$ cat src/hw/rtl/trrs_pkg.sv
// Shared types and constants for the two-level round-robin scheduler.
// No dependencies; trrs_dpath, trrs_ctrl and the top level refer to this package by scoped names.
`default_nettype none

package trrs_pkg;

    localparam int MAX_PROCS_DEF    = 16;
    localparam int THREAD_SLOTS_DEF = 8;

    // Command codes carried in the cmd field.
    localparam logic [2:0] CMD_SCHEDULE = 3'd0;
    localparam logic [2:0] CMD_CREATE   = 3'd1;
    localparam logic [2:0] CMD_ADD      = 3'd2;
    localparam logic [2:0] CMD_SET      = 3'd3;
    localparam logic [2:0] CMD_EXIT     = 3'd4;

    // Thread status codes; anything above ST_ZOMBIE means blocked.
    localparam logic [2:0] ST_READY   = 3'd0;
    localparam logic [2:0] ST_RUNNING = 3'd1;
    localparam logic [2:0] ST_ZOMBIE  = 3'd2;

    typedef struct packed {
        logic [2:0] cmd;
        logic [3:0] process_index;
        logic [2:0] thread_index;
        logic [2:0] new_status;
    } t_in;

    typedef struct packed {
        logic       found;
        logic [3:0] chosen_process;
        logic [2:0] chosen_thread;
        logic       error;
    } t_out;

    typedef enum logic [2:0] {
        S_IDLE,
        S_DECODE,
        S_ZAP,
        S_NEXT_PROC,
        S_PROC_INIT,
        S_CHECK,
        S_DONE
    } t_state;

    typedef enum logic [3:0] {
        DP_NOP,
        DP_LOAD,
        DP_WALK_START,
        DP_CREATE,
        DP_ADD,
        DP_SET,
        DP_EXIT,
        DP_ZAP,
        DP_NEXT_PROC,
        DP_PROC_INIT,
        DP_STEP,
        DP_HIT,
        DP_PUSH
    } t_dp_op;

    typedef struct packed {
        t_dp_op op;
    } t_dp_ctrl;

    typedef struct packed {
        logic [2:0] cmd;
        logic       live_zero;
        logic       exit_err;
        logic       proc_empty;
        logic       walk_done;
        logic       runnable;
        logic       wrap_to_cur;
        logic       zap_last;
        logic       out_free;
    } t_dp_status;

endpackage

`default_nettype wire

$ cat src/hw/rtl/trrs_ram.sv
// Generic simple dual-port RAM: one write port, one read port with registered data.
// No dependencies.
`default_nettype none

module trrs_ram #(
    parameter int WIDTH = 3,
    parameter int DEPTH = 128
) (
    input  wire logic                     i_clk,
    input  wire logic                     i_we,
    input  wire logic [$clog2(DEPTH)-1:0] i_waddr,
    input  wire logic [WIDTH-1:0]         i_wdata,
    input  wire logic [$clog2(DEPTH)-1:0] i_raddr,
    output logic      [WIDTH-1:0]         o_rdata
);

    logic [WIDTH-1:0] r_mem [DEPTH];
    logic [WIDTH-1:0] r_rdata;

    always_ff @(posedge i_clk) begin
        if (i_we) begin
            r_mem[i_waddr] <= i_wdata;
        end
        r_rdata <= r_mem[i_raddr];
    end

    assign o_rdata = r_rdata;

endmodule

`default_nettype wire

$ cat src/hw/rtl/trrs_dpath.sv
// Scheduler datapath: process and thread tables, walk pointers, result and output registers.
// Depends on trrs_pkg and trrs_ram (thread status store).
`default_nettype none

module trrs_dpath #(
    parameter int MAX_PROCS    = trrs_pkg::MAX_PROCS_DEF,
    parameter int THREAD_SLOTS = trrs_pkg::THREAD_SLOTS_DEF
) (
    input  wire logic                 i_clk,
    input  wire logic                 i_rst_n,
    input  wire trrs_pkg::t_dp_ctrl   i_ctrl,
    output trrs_pkg::t_dp_status      o_status,
    input  wire trrs_pkg::t_in        i_in_data,
    input  wire logic                 i_out_ready,
    output logic                      o_out_valid,
    output trrs_pkg::t_out            o_out_data
);

    localparam int PW    = $clog2(MAX_PROCS);
    localparam int TW    = (THREAD_SLOTS > 1) ? $clog2(THREAD_SLOTS) : 1;
    localparam int CPW   = $clog2(MAX_PROCS + 1);
    localparam int TCW   = $clog2(THREAD_SLOTS + 1);
    localparam int PXW   = (CPW > 4) ? CPW : 4;
    localparam int TXW   = (TCW > 3) ? TCW : 3;
    localparam int AW    = PW + TW;
    localparam int DEPTH = MAX_PROCS << TW;

    logic [CPW-1:0] r_live, n_live;
    logic [PW-1:0]  r_curp, n_curp;
    logic [TCW-1:0] r_tip [MAX_PROCS];
    logic [TW-1:0]  r_ctp [MAX_PROCS];

    logic [2:0]     r_cmd, n_cmd;
    logic [3:0]     r_pin, n_pin;
    logic [2:0]     r_tin, n_tin;
    logic [2:0]     r_st, n_st;
    logic [PW-1:0]  r_proc, n_proc;
    logic [TW-1:0]  r_thr, n_thr;
    logic [CPW-1:0] r_walk, n_walk;
    trrs_pkg::t_out r_res, n_res;
    logic           r_out_valid, n_out_valid;
    trrs_pkg::t_out r_out, n_out;

    logic           tip_we;
    logic [TCW-1:0] tip_wdata;
    logic           ctp_we;
    logic [TW-1:0]  ctp_wdata;

    logic           ram_we;
    logic [AW-1:0]  ram_waddr;
    logic [2:0]     ram_wdata;
    logic [AW-1:0]  ram_raddr;
    logic [2:0]     ram_rdata;

    logic [TCW-1:0] thr_cnt;
    logic [TW-1:0]  cur_thr;
    logic           p_bad;
    logic           create_err;
    logic           add_err;
    logic           set_err;
    logic [TW:0]    cur_inc;
    logic [TW-1:0]  first_idx;
    logic [TW:0]    thr_inc;
    logic [TW-1:0]  step_idx;
    logic [CPW-1:0] proc_inc;
    logic [PW-1:0]  next_proc;
    logic           out_free;

    assign thr_cnt    = r_tip[r_proc];
    assign cur_thr    = r_ctp[r_proc];
    assign p_bad      = PXW'(r_pin) >= PXW'(r_live);
    assign create_err = r_live >= CPW'(MAX_PROCS);
    assign add_err    = p_bad || (thr_cnt >= TCW'(THREAD_SLOTS));
    assign set_err    = p_bad || (TXW'(r_tin) >= TXW'(thr_cnt));

    // Both thread searches step one slot forward and wrap at the thread count.
    assign cur_inc   = (TW+1)'(cur_thr) + (TW+1)'(1);
    assign first_idx = (cur_inc >= (TW+1)'(thr_cnt)) ? '0 : TW'(cur_inc);
    assign thr_inc   = (TW+1)'(r_thr) + (TW+1)'(1);
    assign step_idx  = (thr_inc >= (TW+1)'(thr_cnt)) ? '0 : TW'(thr_inc);

    assign proc_inc  = CPW'(r_curp) + CPW'(1);
    assign next_proc = (proc_inc >= r_live) ? '0 : PW'(proc_inc);

    assign out_free  = !r_out_valid || i_out_ready;

    always_comb begin
        o_status.cmd         = r_cmd;
        o_status.live_zero   = (r_live == '0);
        o_status.exit_err    = p_bad;
        o_status.proc_empty  = (thr_cnt == '0);
        o_status.walk_done   = (r_walk == r_live);
        o_status.runnable    = (ram_rdata == trrs_pkg::ST_READY) ||
                               (ram_rdata == trrs_pkg::ST_RUNNING);
        o_status.wrap_to_cur = (step_idx == cur_thr);
        o_status.zap_last    = (thr_inc == (TW+1)'(thr_cnt));
        o_status.out_free    = out_free;
    end

    always_comb begin
        n_live      = r_live;
        n_curp      = r_curp;
        n_cmd       = r_cmd;
        n_pin       = r_pin;
        n_tin       = r_tin;
        n_st        = r_st;
        n_proc      = r_proc;
        n_thr       = r_thr;
        n_walk      = r_walk;
        n_res       = r_res;
        n_out       = r_out;
        n_out_valid = r_out_valid;
        tip_we      = 1'b0;
        tip_wdata   = thr_cnt;
        ctp_we      = 1'b0;
        ctp_wdata   = cur_thr;
        ram_we      = 1'b0;
        ram_waddr   = {r_proc, r_thr};
        ram_wdata   = trrs_pkg::ST_READY;
        ram_raddr   = {r_proc, r_thr};

        if (r_out_valid && i_out_ready) begin
            n_out_valid = 1'b0;
        end

        case (i_ctrl.op)
            trrs_pkg::DP_LOAD: begin
                n_cmd = i_in_data.cmd;
                n_pin = i_in_data.process_index;
                n_tin = i_in_data.thread_index;
                n_st  = i_in_data.new_status;
                if (i_in_data.cmd == trrs_pkg::CMD_CREATE) begin
                    n_proc = PW'(r_live);
                end else begin
                    n_proc = PW'(i_in_data.process_index);
                end
                n_res = '0;
            end
            trrs_pkg::DP_WALK_START: begin
                n_walk = '0;
            end
            trrs_pkg::DP_CREATE: begin
                if (create_err) begin
                    n_res.error = 1'b1;
                end else begin
                    n_live               = r_live + CPW'(1);
                    tip_we               = 1'b1;
                    tip_wdata            = TCW'(1);
                    ctp_we               = 1'b1;
                    ctp_wdata            = '0;
                    ram_we               = 1'b1;
                    ram_waddr            = {r_proc, TW'(0)};
                    ram_wdata            = trrs_pkg::ST_READY;
                    n_res.chosen_process = 4'(r_proc);
                end
            end
            trrs_pkg::DP_ADD: begin
                if (add_err) begin
                    n_res.error = 1'b1;
                end else begin
                    tip_we               = 1'b1;
                    tip_wdata            = thr_cnt + TCW'(1);
                    ram_we               = 1'b1;
                    ram_waddr            = {r_proc, TW'(thr_cnt)};
                    ram_wdata            = trrs_pkg::ST_READY;
                    n_res.chosen_process = 4'(r_proc);
                    n_res.chosen_thread  = 3'(thr_cnt);
                end
            end
            trrs_pkg::DP_SET: begin
                if (set_err) begin
                    n_res.error = 1'b1;
                end else begin
                    ram_we    = 1'b1;
                    ram_waddr = {r_proc, TW'(r_tin)};
                    ram_wdata = r_st;
                end
            end
            trrs_pkg::DP_EXIT: begin
                if (p_bad) begin
                    n_res.error = 1'b1;
                end
                n_thr  = '0;
                n_walk = '0;
            end
            trrs_pkg::DP_ZAP: begin
                ram_we    = 1'b1;
                ram_waddr = {r_proc, r_thr};
                ram_wdata = trrs_pkg::ST_ZOMBIE;
                n_thr     = TW'(thr_inc);
            end
            trrs_pkg::DP_NEXT_PROC: begin
                n_curp = next_proc;
                n_proc = next_proc;
                n_walk = r_walk + CPW'(1);
            end
            trrs_pkg::DP_PROC_INIT: begin
                n_thr     = first_idx;
                ram_raddr = {r_proc, first_idx};
            end
            trrs_pkg::DP_STEP: begin
                n_thr     = step_idx;
                ram_raddr = {r_proc, step_idx};
            end
            trrs_pkg::DP_HIT: begin
                ram_we               = 1'b1;
                ram_waddr            = {r_proc, r_thr};
                ram_wdata            = trrs_pkg::ST_RUNNING;
                ctp_we               = 1'b1;
                ctp_wdata            = r_thr;
                n_res.found          = 1'b1;
                n_res.chosen_process = 4'(r_proc);
                n_res.chosen_thread  = 3'(r_thr);
            end
            trrs_pkg::DP_PUSH: begin
                n_out       = r_res;
                n_out_valid = 1'b1;
            end
            default: begin
            end
        endcase
    end

    always_ff @(posedge i_clk) begin
        if (!i_rst_n) begin
            r_live      <= '0;
            r_curp      <= '0;
            r_out_valid <= 1'b0;
            for (int i = 0; i < MAX_PROCS; i++) begin
                r_tip[i] <= '0;
                r_ctp[i] <= '0;
            end
        end else begin
            r_live      <= n_live;
            r_curp      <= n_curp;
            r_out_valid <= n_out_valid;
            if (tip_we) begin
                r_tip[r_proc] <= tip_wdata;
            end
            if (ctp_we) begin
                r_ctp[r_proc] <= ctp_wdata;
            end
        end
    end

    always_ff @(posedge i_clk) begin
        r_cmd  <= n_cmd;
        r_pin  <= n_pin;
        r_tin  <= n_tin;
        r_st   <= n_st;
        r_proc <= n_proc;
        r_thr  <= n_thr;
        r_walk <= n_walk;
        r_res  <= n_res;
        r_out  <= n_out;
    end

    trrs_ram #(
        .WIDTH (3),
        .DEPTH (DEPTH)
    ) u_status_ram (
        .i_clk   (i_clk),
        .i_we    (ram_we),
        .i_waddr (ram_waddr),
        .i_wdata (ram_wdata),
        .i_raddr (ram_raddr),
        .o_rdata (ram_rdata)
    );

    assign o_out_valid = r_out_valid;
    assign o_out_data  = r_out;

endmodule

`default_nettype wire

$ cat src/hw/rtl/trrs_ctrl.sv
// Scheduler controller: state machine that sequences each command through the datapath.
// Depends on trrs_pkg.
`default_nettype none

module trrs_ctrl (
    input  wire logic                 i_clk,
    input  wire logic                 i_rst_n,
    input  wire logic                 i_in_valid,
    output logic                      o_in_ready,
    input  wire trrs_pkg::t_dp_status i_status,
    output trrs_pkg::t_dp_ctrl        o_ctrl
);

    trrs_pkg::t_state r_state, n_state;

    always_ff @(posedge i_clk) begin
        if (!i_rst_n) begin
            r_state <= trrs_pkg::S_IDLE;
        end else begin
            r_state <= n_state;
        end
    end

    always_comb begin
        n_state    = r_state;
        o_ctrl.op  = trrs_pkg::DP_NOP;
        o_in_ready = 1'b0;

        case (r_state)
            trrs_pkg::S_IDLE: begin
                o_in_ready = 1'b1;
                if (i_in_valid) begin
                    o_ctrl.op = trrs_pkg::DP_LOAD;
                    n_state   = trrs_pkg::S_DECODE;
                end
            end
            trrs_pkg::S_DECODE: begin
                case (i_status.cmd)
                    trrs_pkg::CMD_SCHEDULE: begin
                        o_ctrl.op = trrs_pkg::DP_WALK_START;
                        n_state   = i_status.live_zero ? trrs_pkg::S_DONE
                                                       : trrs_pkg::S_NEXT_PROC;
                    end
                    trrs_pkg::CMD_CREATE: begin
                        o_ctrl.op = trrs_pkg::DP_CREATE;
                        n_state   = trrs_pkg::S_DONE;
                    end
                    trrs_pkg::CMD_ADD: begin
                        o_ctrl.op = trrs_pkg::DP_ADD;
                        n_state   = trrs_pkg::S_DONE;
                    end
                    trrs_pkg::CMD_SET: begin
                        o_ctrl.op = trrs_pkg::DP_SET;
                        n_state   = trrs_pkg::S_DONE;
                    end
                    trrs_pkg::CMD_EXIT: begin
                        o_ctrl.op = trrs_pkg::DP_EXIT;
                        if (i_status.exit_err) begin
                            n_state = trrs_pkg::S_DONE;
                        end else if (i_status.proc_empty) begin
                            n_state = trrs_pkg::S_NEXT_PROC;
                        end else begin
                            n_state = trrs_pkg::S_ZAP;
                        end
                    end
                    default: begin
                        n_state = trrs_pkg::S_DONE;
                    end
                endcase
            end
            trrs_pkg::S_ZAP: begin
                o_ctrl.op = trrs_pkg::DP_ZAP;
                if (i_status.zap_last) begin
                    n_state = trrs_pkg::S_NEXT_PROC;
                end
            end
            trrs_pkg::S_NEXT_PROC: begin
                // Every live process has been visited once when the walk count reaches the total.
                if (i_status.walk_done) begin
                    n_state = trrs_pkg::S_DONE;
                end else begin
                    o_ctrl.op = trrs_pkg::DP_NEXT_PROC;
                    n_state   = trrs_pkg::S_PROC_INIT;
                end
            end
            trrs_pkg::S_PROC_INIT: begin
                if (i_status.proc_empty) begin
                    n_state = trrs_pkg::S_NEXT_PROC;
                end else begin
                    o_ctrl.op = trrs_pkg::DP_PROC_INIT;
                    n_state   = trrs_pkg::S_CHECK;
                end
            end
            trrs_pkg::S_CHECK: begin
                if (i_status.runnable) begin
                    o_ctrl.op = trrs_pkg::DP_HIT;
                    n_state   = trrs_pkg::S_DONE;
                end else if (i_status.wrap_to_cur) begin
                    n_state = trrs_pkg::S_NEXT_PROC;
                end else begin
                    o_ctrl.op = trrs_pkg::DP_STEP;
                end
            end
            trrs_pkg::S_DONE: begin
                if (i_status.out_free) begin
                    o_ctrl.op = trrs_pkg::DP_PUSH;
                    n_state   = trrs_pkg::S_IDLE;
                end
            end
            default: begin
                n_state = trrs_pkg::S_IDLE;
            end
        endcase
    end

endmodule

`default_nettype wire

$ cat src/hw/rtl/two_level_round_robin_scheduler.sv
// Top level of the two-level round-robin scheduler: controller plus datapath.
// Depends on trrs_pkg, trrs_ctrl, trrs_dpath (and trrs_ram below it).
//
//   Channel   Direction   Handshake                    Payload
//   in        consumer    i_in_valid / o_in_ready      i_in_data  (trrs_pkg::t_in)
//   out       producer    o_out_valid / i_out_ready    o_out_data (trrs_pkg::t_out)
//
// Create, add thread, set status and unknown commands go from acceptance through decode to the done state.
// Schedule walks the live processes in turn and searches the thread slots of each, reading one status
// entry a cycle from the single read port of the status memory; a walk over a non-empty table
// that finds nothing runnable ends in the done state with found clear.
// Exit marks every thread of the process zombie in turn, before its schedule pass.
// Reset is synchronous and clears the counters and per-process tables at once; the status
// memory is not cleared, as only slots that have been written are ever read.
// A new transaction is taken while a finished result still waits in the output register;
// the following result then holds the block in its last state until that register frees.

`default_nettype none

module two_level_round_robin_scheduler #(
    parameter int MAX_PROCS    = trrs_pkg::MAX_PROCS_DEF,
    parameter int THREAD_SLOTS = trrs_pkg::THREAD_SLOTS_DEF
) (
    input  wire logic           i_clk,
    input  wire logic           i_rst_n,
    input  wire logic           i_in_valid,
    output logic                o_in_ready,
    input  wire trrs_pkg::t_in  i_in_data,
    output logic                o_out_valid,
    input  wire logic           i_out_ready,
    output trrs_pkg::t_out      o_out_data
);

    trrs_pkg::t_dp_ctrl   ctrl;
    trrs_pkg::t_dp_status status;

    trrs_ctrl u_ctrl (
        .i_clk      (i_clk),
        .i_rst_n    (i_rst_n),
        .i_in_valid (i_in_valid),
        .o_in_ready (o_in_ready),
        .i_status   (status),
        .o_ctrl     (ctrl)
    );

    trrs_dpath #(
        .MAX_PROCS    (MAX_PROCS),
        .THREAD_SLOTS (THREAD_SLOTS)
    ) u_dpath (
        .i_clk       (i_clk),
        .i_rst_n     (i_rst_n),
        .i_ctrl      (ctrl),
        .o_status    (status),
        .i_in_data   (i_in_data),
        .i_out_ready (i_out_ready),
        .o_out_valid (o_out_valid),
        .o_out_data  (o_out_data)
    );

endmodule

`default_nettype wire
$ cat config.mk
export PLATFORM = sky130hd
export DESIGN_NAME = two_level_round_robin_scheduler
export DESIGN_NICKNAME = d
export VERILOG_FILES = /design/src/hw/rtl/trrs_pkg.sv /design/src/hw/rtl/trrs_ram.sv /design/src/hw/rtl/trrs_dpath.sv /design/src/hw/rtl/trrs_ctrl.sv /design/src/hw/rtl/two_level_round_robin_scheduler.sv
export SDC_FILE = /design/constraint.sdc
export NUM_CORES = 1
export LEC_CHECK = 0
export ABC_AREA = 1
export BUFFER_PORTS_ARGS = -buffer_cell sky130_fd_sc_hd__buf_2
export CORE_AREA = 2 2 186 188
export CTS_CLUSTER_SIZE = 30
export DETAILED_ROUTE_END_ITERATION = 16
export DIE_AREA = 0 0 188 190
export GPL_ROUTABILITY_DRIVEN = 0
export HOLD_SLACK_MARGIN = 0.05
export PLACE_DENSITY = 0.8
export SYNTH_ARGS = -nofsm -noshare
export SYNTH_HDL_FRONTEND = slang
export SYNTH_SLANG_ARGS = --single-unit
$ cat constraint.sdc
create_clock -name i_clk -period 7.9 [get_ports i_clk]
set_input_delay 0.395 -clock i_clk [delete_from_list [all_inputs] [get_ports i_clk]]
set_output_delay 0.395 -clock i_clk [all_outputs]
set_load 0.05 [all_outputs]
* Yosys cells after proc, flatten, opt, wreduce, memory -nomap -nowiden
Memory sizes are Yosys's and may differ from the RTL's. A register that Yosys moved wholly into a read port is not among the register bits. Index checks and enable logic that the tools add are counted.
Storage, ports and cells: memory bits (writable) 496, output and inout port bits 11, input port bits 17, logic and storage cells 176, memories 3, register bits after elaboration 56
Memories:
- u_dpath.u_status_ram.r_mem | depth 128, bits a word 3, rd ports 1, clocked after Yosys merged registers in 1, write ports 1, line trrs_ram.sv:17 | logic [WIDTH-1:0] r_mem [DEPTH];
- u_dpath.r_tip | depth 16, bits a word 4, rd ports 1, clocked after Yosys merged registers in 1, write ports 16, line trrs_dpath.sv:30 | logic [TCW-1:0] r_tip [MAX_PROCS];
- u_dpath.r_ctp | depth 16, bits a word 3, rd ports 1, clocked after Yosys merged registers in 1, write ports 16, line trrs_dpath.sv:31 | logic [TW-1:0] r_ctp [MAX_PROCS];
Operators by class: magnitude comparators 7, multiplexer cells 75, bitwise logic cells 1, add/subtract/negate cells 6, reduce and logical (&&, ||, !) cells 28, equal/unequal tests 37
Operator list (number):
- $mux 4 | 15
- $mux 3 | 16
- $pmux 4 s7 | 1
- $pmux 3 s3 | 3
- $mux 1 | 23
- $pmux 3 s7 | 1
- $eq 4x4->1 const B | 5
- $pmux 3 s2 | 3
- $eq 4x3->1 const B | 4
- $pmux 4 s2 | 2
- $pmux 4 s4 | 1
- $pmux 3 s5 | 1
- $eq 3x1->1 const B | 4
- $eq 3x2->1 const B | 4
- $eq 3x3->1 const B | 4
- $pmux 3 s4 | 1
- $add 5x1->5 const B | 2
- $ne 2x1->1 const B | 5
- $pmux 5 s2 | 1
- $logic_not 3->1 | 3
- $add 3x1->4 const B | 2
- $eq 4x2->1 const B | 2
- $ge 4x4->1 | 2
- $ne 2x2->1 const B | 4
- other kinds (34) | 45

* Logic depth before layout (Yosys ltp)
word-level depth 14, gate-level depth with buffers 36, depth with buffers taken out 32

* By module
From an unflattened synthesis, not the netlist that was laid out.
Unflattened totals: cell total of the unflattened synthesis 2542, area, all modules 25752.2 µm²
By module, submodules not included:
- trrs_ram | cells each 1463, instances 1, seq. area each 11591.1 µm², area each 16168.0 µm²
- trrs_dpath | cells each 1002, instances 1, seq. area each 4934.7 µm², area each 9117.5 µm²
- trrs_ctrl | cells each 77, instances 1, seq. area each 60.1 µm², area each 466.7 µm²

* Worst setup path before layout
Ideal clock, no wire load.
path type register to register, start point register (tool-made name), end point memory u_dpath.u_status_ram.r_mem[0][2] (data pin), setup time 0.795 ns, arrival time 6.178 ns, cell stages (with the launch flop) 29, period minus slack after synthesis 6.973 ns, buffers on the path 4, slack 0.927 ns, required time 7.105 ns, cell sequence dfxtp_1 > buf_6 > inv_4 > buf_6 > buf_6 > clkbuf_1 > o21ai_0 > o221ai_1 > o211ai_1 > nand2_1 > inv_1 > ha_1 > nand2_1 > nor2_1 > nor2_1 > nand2_1 > nor2_1 > inv_1 > nand2_1 > nand2_1 > inv_1 > nand3_2 > nand2_2 > nand4_4 > inv_2 > nand3_2 > nor2_1 > inv_1 > nor2_1
RTL lines (line):
- to (decl) | trrs_ram.sv:17

==> results.txt <==
The switching share of power came out at 0.468. Static timing analysis puts the maximum clock frequency at 0.165 GHz. In the post-synthesis netlist, the biggest area contributors are edfxtp_1 58%, nand3_1 7.0%, nand2_1 6.4%.

Startpoint of the tightest hold check path: i_out_ready. At the pin with the least slew margin, the transition time is 1180 ps. The routed design could run at a clock period as short as 6060 ps.

TritonCTS built the clock tree. After synthesis the netlist holds a flip-flop and latch count of 429. The logs give 0.499 for the part of the power in combinational logic and 8350 ps for the required time of the critical path. The final hold violation count was 0.

The clock transition at the registers of the reported paths was 60 ps. The run gives 0 as the max-slew violation total from the final report. The logs give 0.292 for the global-route usage over all layers and 23000 um2 for the final standard cell area without fillers. The pre-antenna-repair detailed-routing pass consisted of 7 iterations.

The logs give 9.05 nW for the leakage power and 0 for the number of setup violations in the final report. The portion of the clock cycle consumed by the worst path in the final layout is 0.767. For this design the top-level I/O count stands at 28. The global-route track usage on met2 is 0.480. The biggest area contributor in the post-synthesis netlist is edfxtp_1. Setup total negative slack on the finished layout was measured at 0 ps. The slowest stage of the critical path belongs to the cell buf_4. Once placement completed, the tool counted placed cells totaling 2561. The synthesized netlist occupies a cell area of 21400 um2.

The run gives 68 as the total number of placement rows. In this run the power density over the cells is 417 nW/um2. For this block, the via count after detailed routing is 15900. The depth of the CTS H-tree came out at 2.

In the layout the commonest cells are 410 x edfxtp_1, 363 x nor2_1, 363 x nand2_1. STA classifies the critical path startpoint as a flip-flop. The first routing iteration left 2041 violations.

For the starting utilization of the core area, the log shows 0.630. After global routing the overflow that remains totals 0. The standard cell core area is 33900 um2. The tools report the capturing element type of the critical path as a flip-flop.

Compared with the post-synthesis result, the final layout area differs by 7.51%. The count of cell types in the netlist is 58, and the count of port buffers added during placement is 26. Summed over all nets, the switching power comes to 4.49 mW. Counting every net in the synthesized netlist gives 2251.

The worst register-to-register path has a depth of 29. The worst slew margin relative to its limit is 0.211, and the stage delay of the slowest cell on the critical path is 770 ps. STA puts the critical path data arrival time at 6510 ps. The tools report the met3 track demand over resource as 0.0491. The worst register-to-register path has a setup slack of 1840 ps.

Using the TritonRoute via totals, the vias-per-cell ratio works out to 5.99. The tools report the clock group share of total power as 0.200. The cell family contributing the most delay on the critical path is simple AND/OR/NAND/NOR gates.

Once the clock tree was built, the resizer swapped 0 gates to a different size. For this run, the leading register cell type out of synthesis is edfxtp_1. The routing usage on met1 was 0.384; the width of the die was 188 um.

The post-synthesis cell count was 2206. The clock drives 429 sinks. In this run the remaining antenna-violating nets after routing total 0. The maximum fanout along the worst path works out to 76.

The setup path with the least slack is of type flip-flop to flip-flop. The run gives 35700 um2 as the full die area. Endpoint of the most critical register-to-register path: u_dpath.u_status_ram.o_rdata[1]. Across the routed clock network, the largest skew measured is 11.6 ps. The cell that appears most often on the critical path is nand2_1. VDD sags by at most 373 uV.

Together, buffers and inverters on the worst path number 5. The Yosys step of the flow raised 0 warnings. The clock passes through at most 3 buffers. Post-layout net count: 2208. The later-pin clock latency in the skew report came out at 560 ps. The tools report the post-detailed-routing wire length as 51.8 mm. The run finished with clean final reports.

The fraction of synthesis flops using an asynchronous set or reset pin is 0, and the final standard cell count with taps included and fillers excluded is 2649. In this run the number of cells on the critical path is 29. The global routing stage identified its most utilized layer as met2. The average cell area after synthesis was 9.70 um2. The cell internal power dissipation was 5.11 mW; the average routed wire per standard cell was 19.6 um. The number of buffers added by the clock tree synthesis step is 43, and the instance area after placement is 21600 um2. The number of fillers in the final layout was 2424; the post-layout utilization of the core was 0.678.

The commonest non-fill, non-tap cell in the layout is edfxtp_1. From bottom edge to top edge, the die measures 190 um. The sequential cell area fraction in the yosys report is 0.593, and the number of flops mapped to enable cells by yosys is 410.

The critical path ends at u_dpath.u_status_ram.o_rdata[1]. The share of cells above drive strength 1 works out to 0.0802. In the routed design, unresolved DRC markers number 0.

Setup repair after global routing left no endpoint under its margin. Area share of the largest cell type after synthesis: 0.575. In this run the worst hold path is classified as primary input to flip-flop.

The tree is rooted in a clkbuf_16. For the fraction of power consumed by sequential logic, the log shows 0.301. Summed over all nets, the half-perimeter wirelength after detailed placement is 31.8 mm. The number of antenna diodes in the final layout is 0. The logs give 0 for the number of antenna violations at the first check in global routing and 105 for the pin count of the biggest net entering global routing.

The logs give 0 for the count of maximum capacitance violations and 15500 for the via count of the first global-routing pass. The first global-routing pass estimated 81.0 mm of wire.
## worst register-to-register path: cells and delay by family (launching register included)
| family | cells | cell delay (ps) |
|---|---|---|
| AOI/OAI and AO/OA | 2 | 440 |
| adders and majority gates | 1 | 340 |
| buffers and inverters | 5 | 2040 |
| DFF | 1 | 680 |
| and+or+nand+nor | 21 | 2460 |
## how the worst min path moves through the flow
stage,depth (start not counted),end
3_5_place_dp,0,u_dpath.o_out_data[8]
3_3_place_gp,0,u_dpath.o_out_data[4]
2_1_floorplan,0,u_dpath.o_out_data[0]
5_1_grt,4,u_dpath.o_out_valid
4_1_cts,4,u_dpath.o_out_valid
6_report,4,u_dpath.o_out_valid
## per-layer routing
layer / share of wire / vias to the layer above
li1: - / 7297
met1: 0.38 / 7490
met2: 0.47 / 920
met3: 0.11 / 153
met4: 0.041 / 0
met5: 0 / -
## what timing repair did
item                      4_1_cts  5_1_grt
hold endpoints to repair       12        0
buffers inserted                0        0
hold buffers                   12        0
## kinds of logic (layout without fill, tap and decap cells)
group	after synthesis	count (layout)	share of synthesized area
compound gates	136	136	0.0410
simple gates	1203	1203	0.267
flops	429	429	0.593
xor+xnor	11	11	0.00450
fa+ha+maj	28	28	0.0164
buf+inv	399	387	0.0786
## synth_stat cells, types with 2 or more instances
cell type  count
nand3_1      299
nand3_4        9
inv_1        241
nand2_4        2
inv_2         11
o22ai_1        5
nor3_1         7
ha_1          28
a21o_1         3
nor3b_1        3
o21ai_0       54
a21oi_1       20
nor2_2         7
nand4_1        4
o221ai_1       6
a31o_2         2
and3_1         2
a22oi_1        2
clkbuf_1      53
buf_6         12
buf_1         16
nand3b_1     113
buf_2         59
nor2_4         5
buf_4          5
nand2_2        9
dfxtp_1       19
a22oi_2        3
a31oi_1        5
edfxtp_1     410
xor2_1         8
o21ai_4        2
o21ai_1       10
nor2_1       364
o211ai_1      13
nor2_8         4
xnor2_1        3
o21bai_1       2
nand2_1      365
nand3_2        3
## power groups by stage
stage / combinational [mW] / sequential [mW] / clock, mW
floorplan: 3.51 / 2.87 / 0
global placement: 4.50 / 2.92 / 0
detailed placement: 4.62 / 2.93 / 0
CTS: 4.68 / 2.88 / 1.93
global route: 5.17 / 2.91 / 2.02
finish: 4.79 / 2.89 / 1.92
## state kept, by name, indices dropped and copies added (netlist names), 3 cells and up, named ones only
name	flops
u_dpath.o_out_data	9
u_dpath.u_status_ram.r_mem	256
u_dpath.r_res	9
u_dpath.r_live	5
u_dpath.r_thr	3
u_dpath.r_tin	3
u_dpath.r_tip	64
u_dpath.r_curp	4
u_dpath.r_ctp	48
u_ctrl.r_state	3
u_dpath.r_pin	4
u_dpath.r_walk	5
u_dpath.r_proc	4
u_dpath.r_cmd	3
## layout make-up
type / instances / area (um2) / area share
clock buffer: 55 / 1140 / 0.0496
inverter: 254 / 957 / 0.0416
timing repair buffer: 57 / 405 / 0.0176
sequential: 429 / 12700 / 0.552
clock inverter: 21 / 164 / 0.00712
multi-input combinational: 1378 / 7080 / 0.308
tap: 455 / 569 / 0.0247
## metrics by stage
step / power [mW] / hold WS [ps] / setup slack (ps)
2_1_floorplan: 6.38 / 400 / 927
3_3_place_gp: 7.43 / 400 / 2230
3_5_place_dp: 7.55 / 406 / 2090
4_1_cts: 9.50 / 165 / 2010
5_1_grt: 10.1 / 179 / 1480
6_report: 9.61 / 201 / 1840
(Power assumes the default switching activity.)
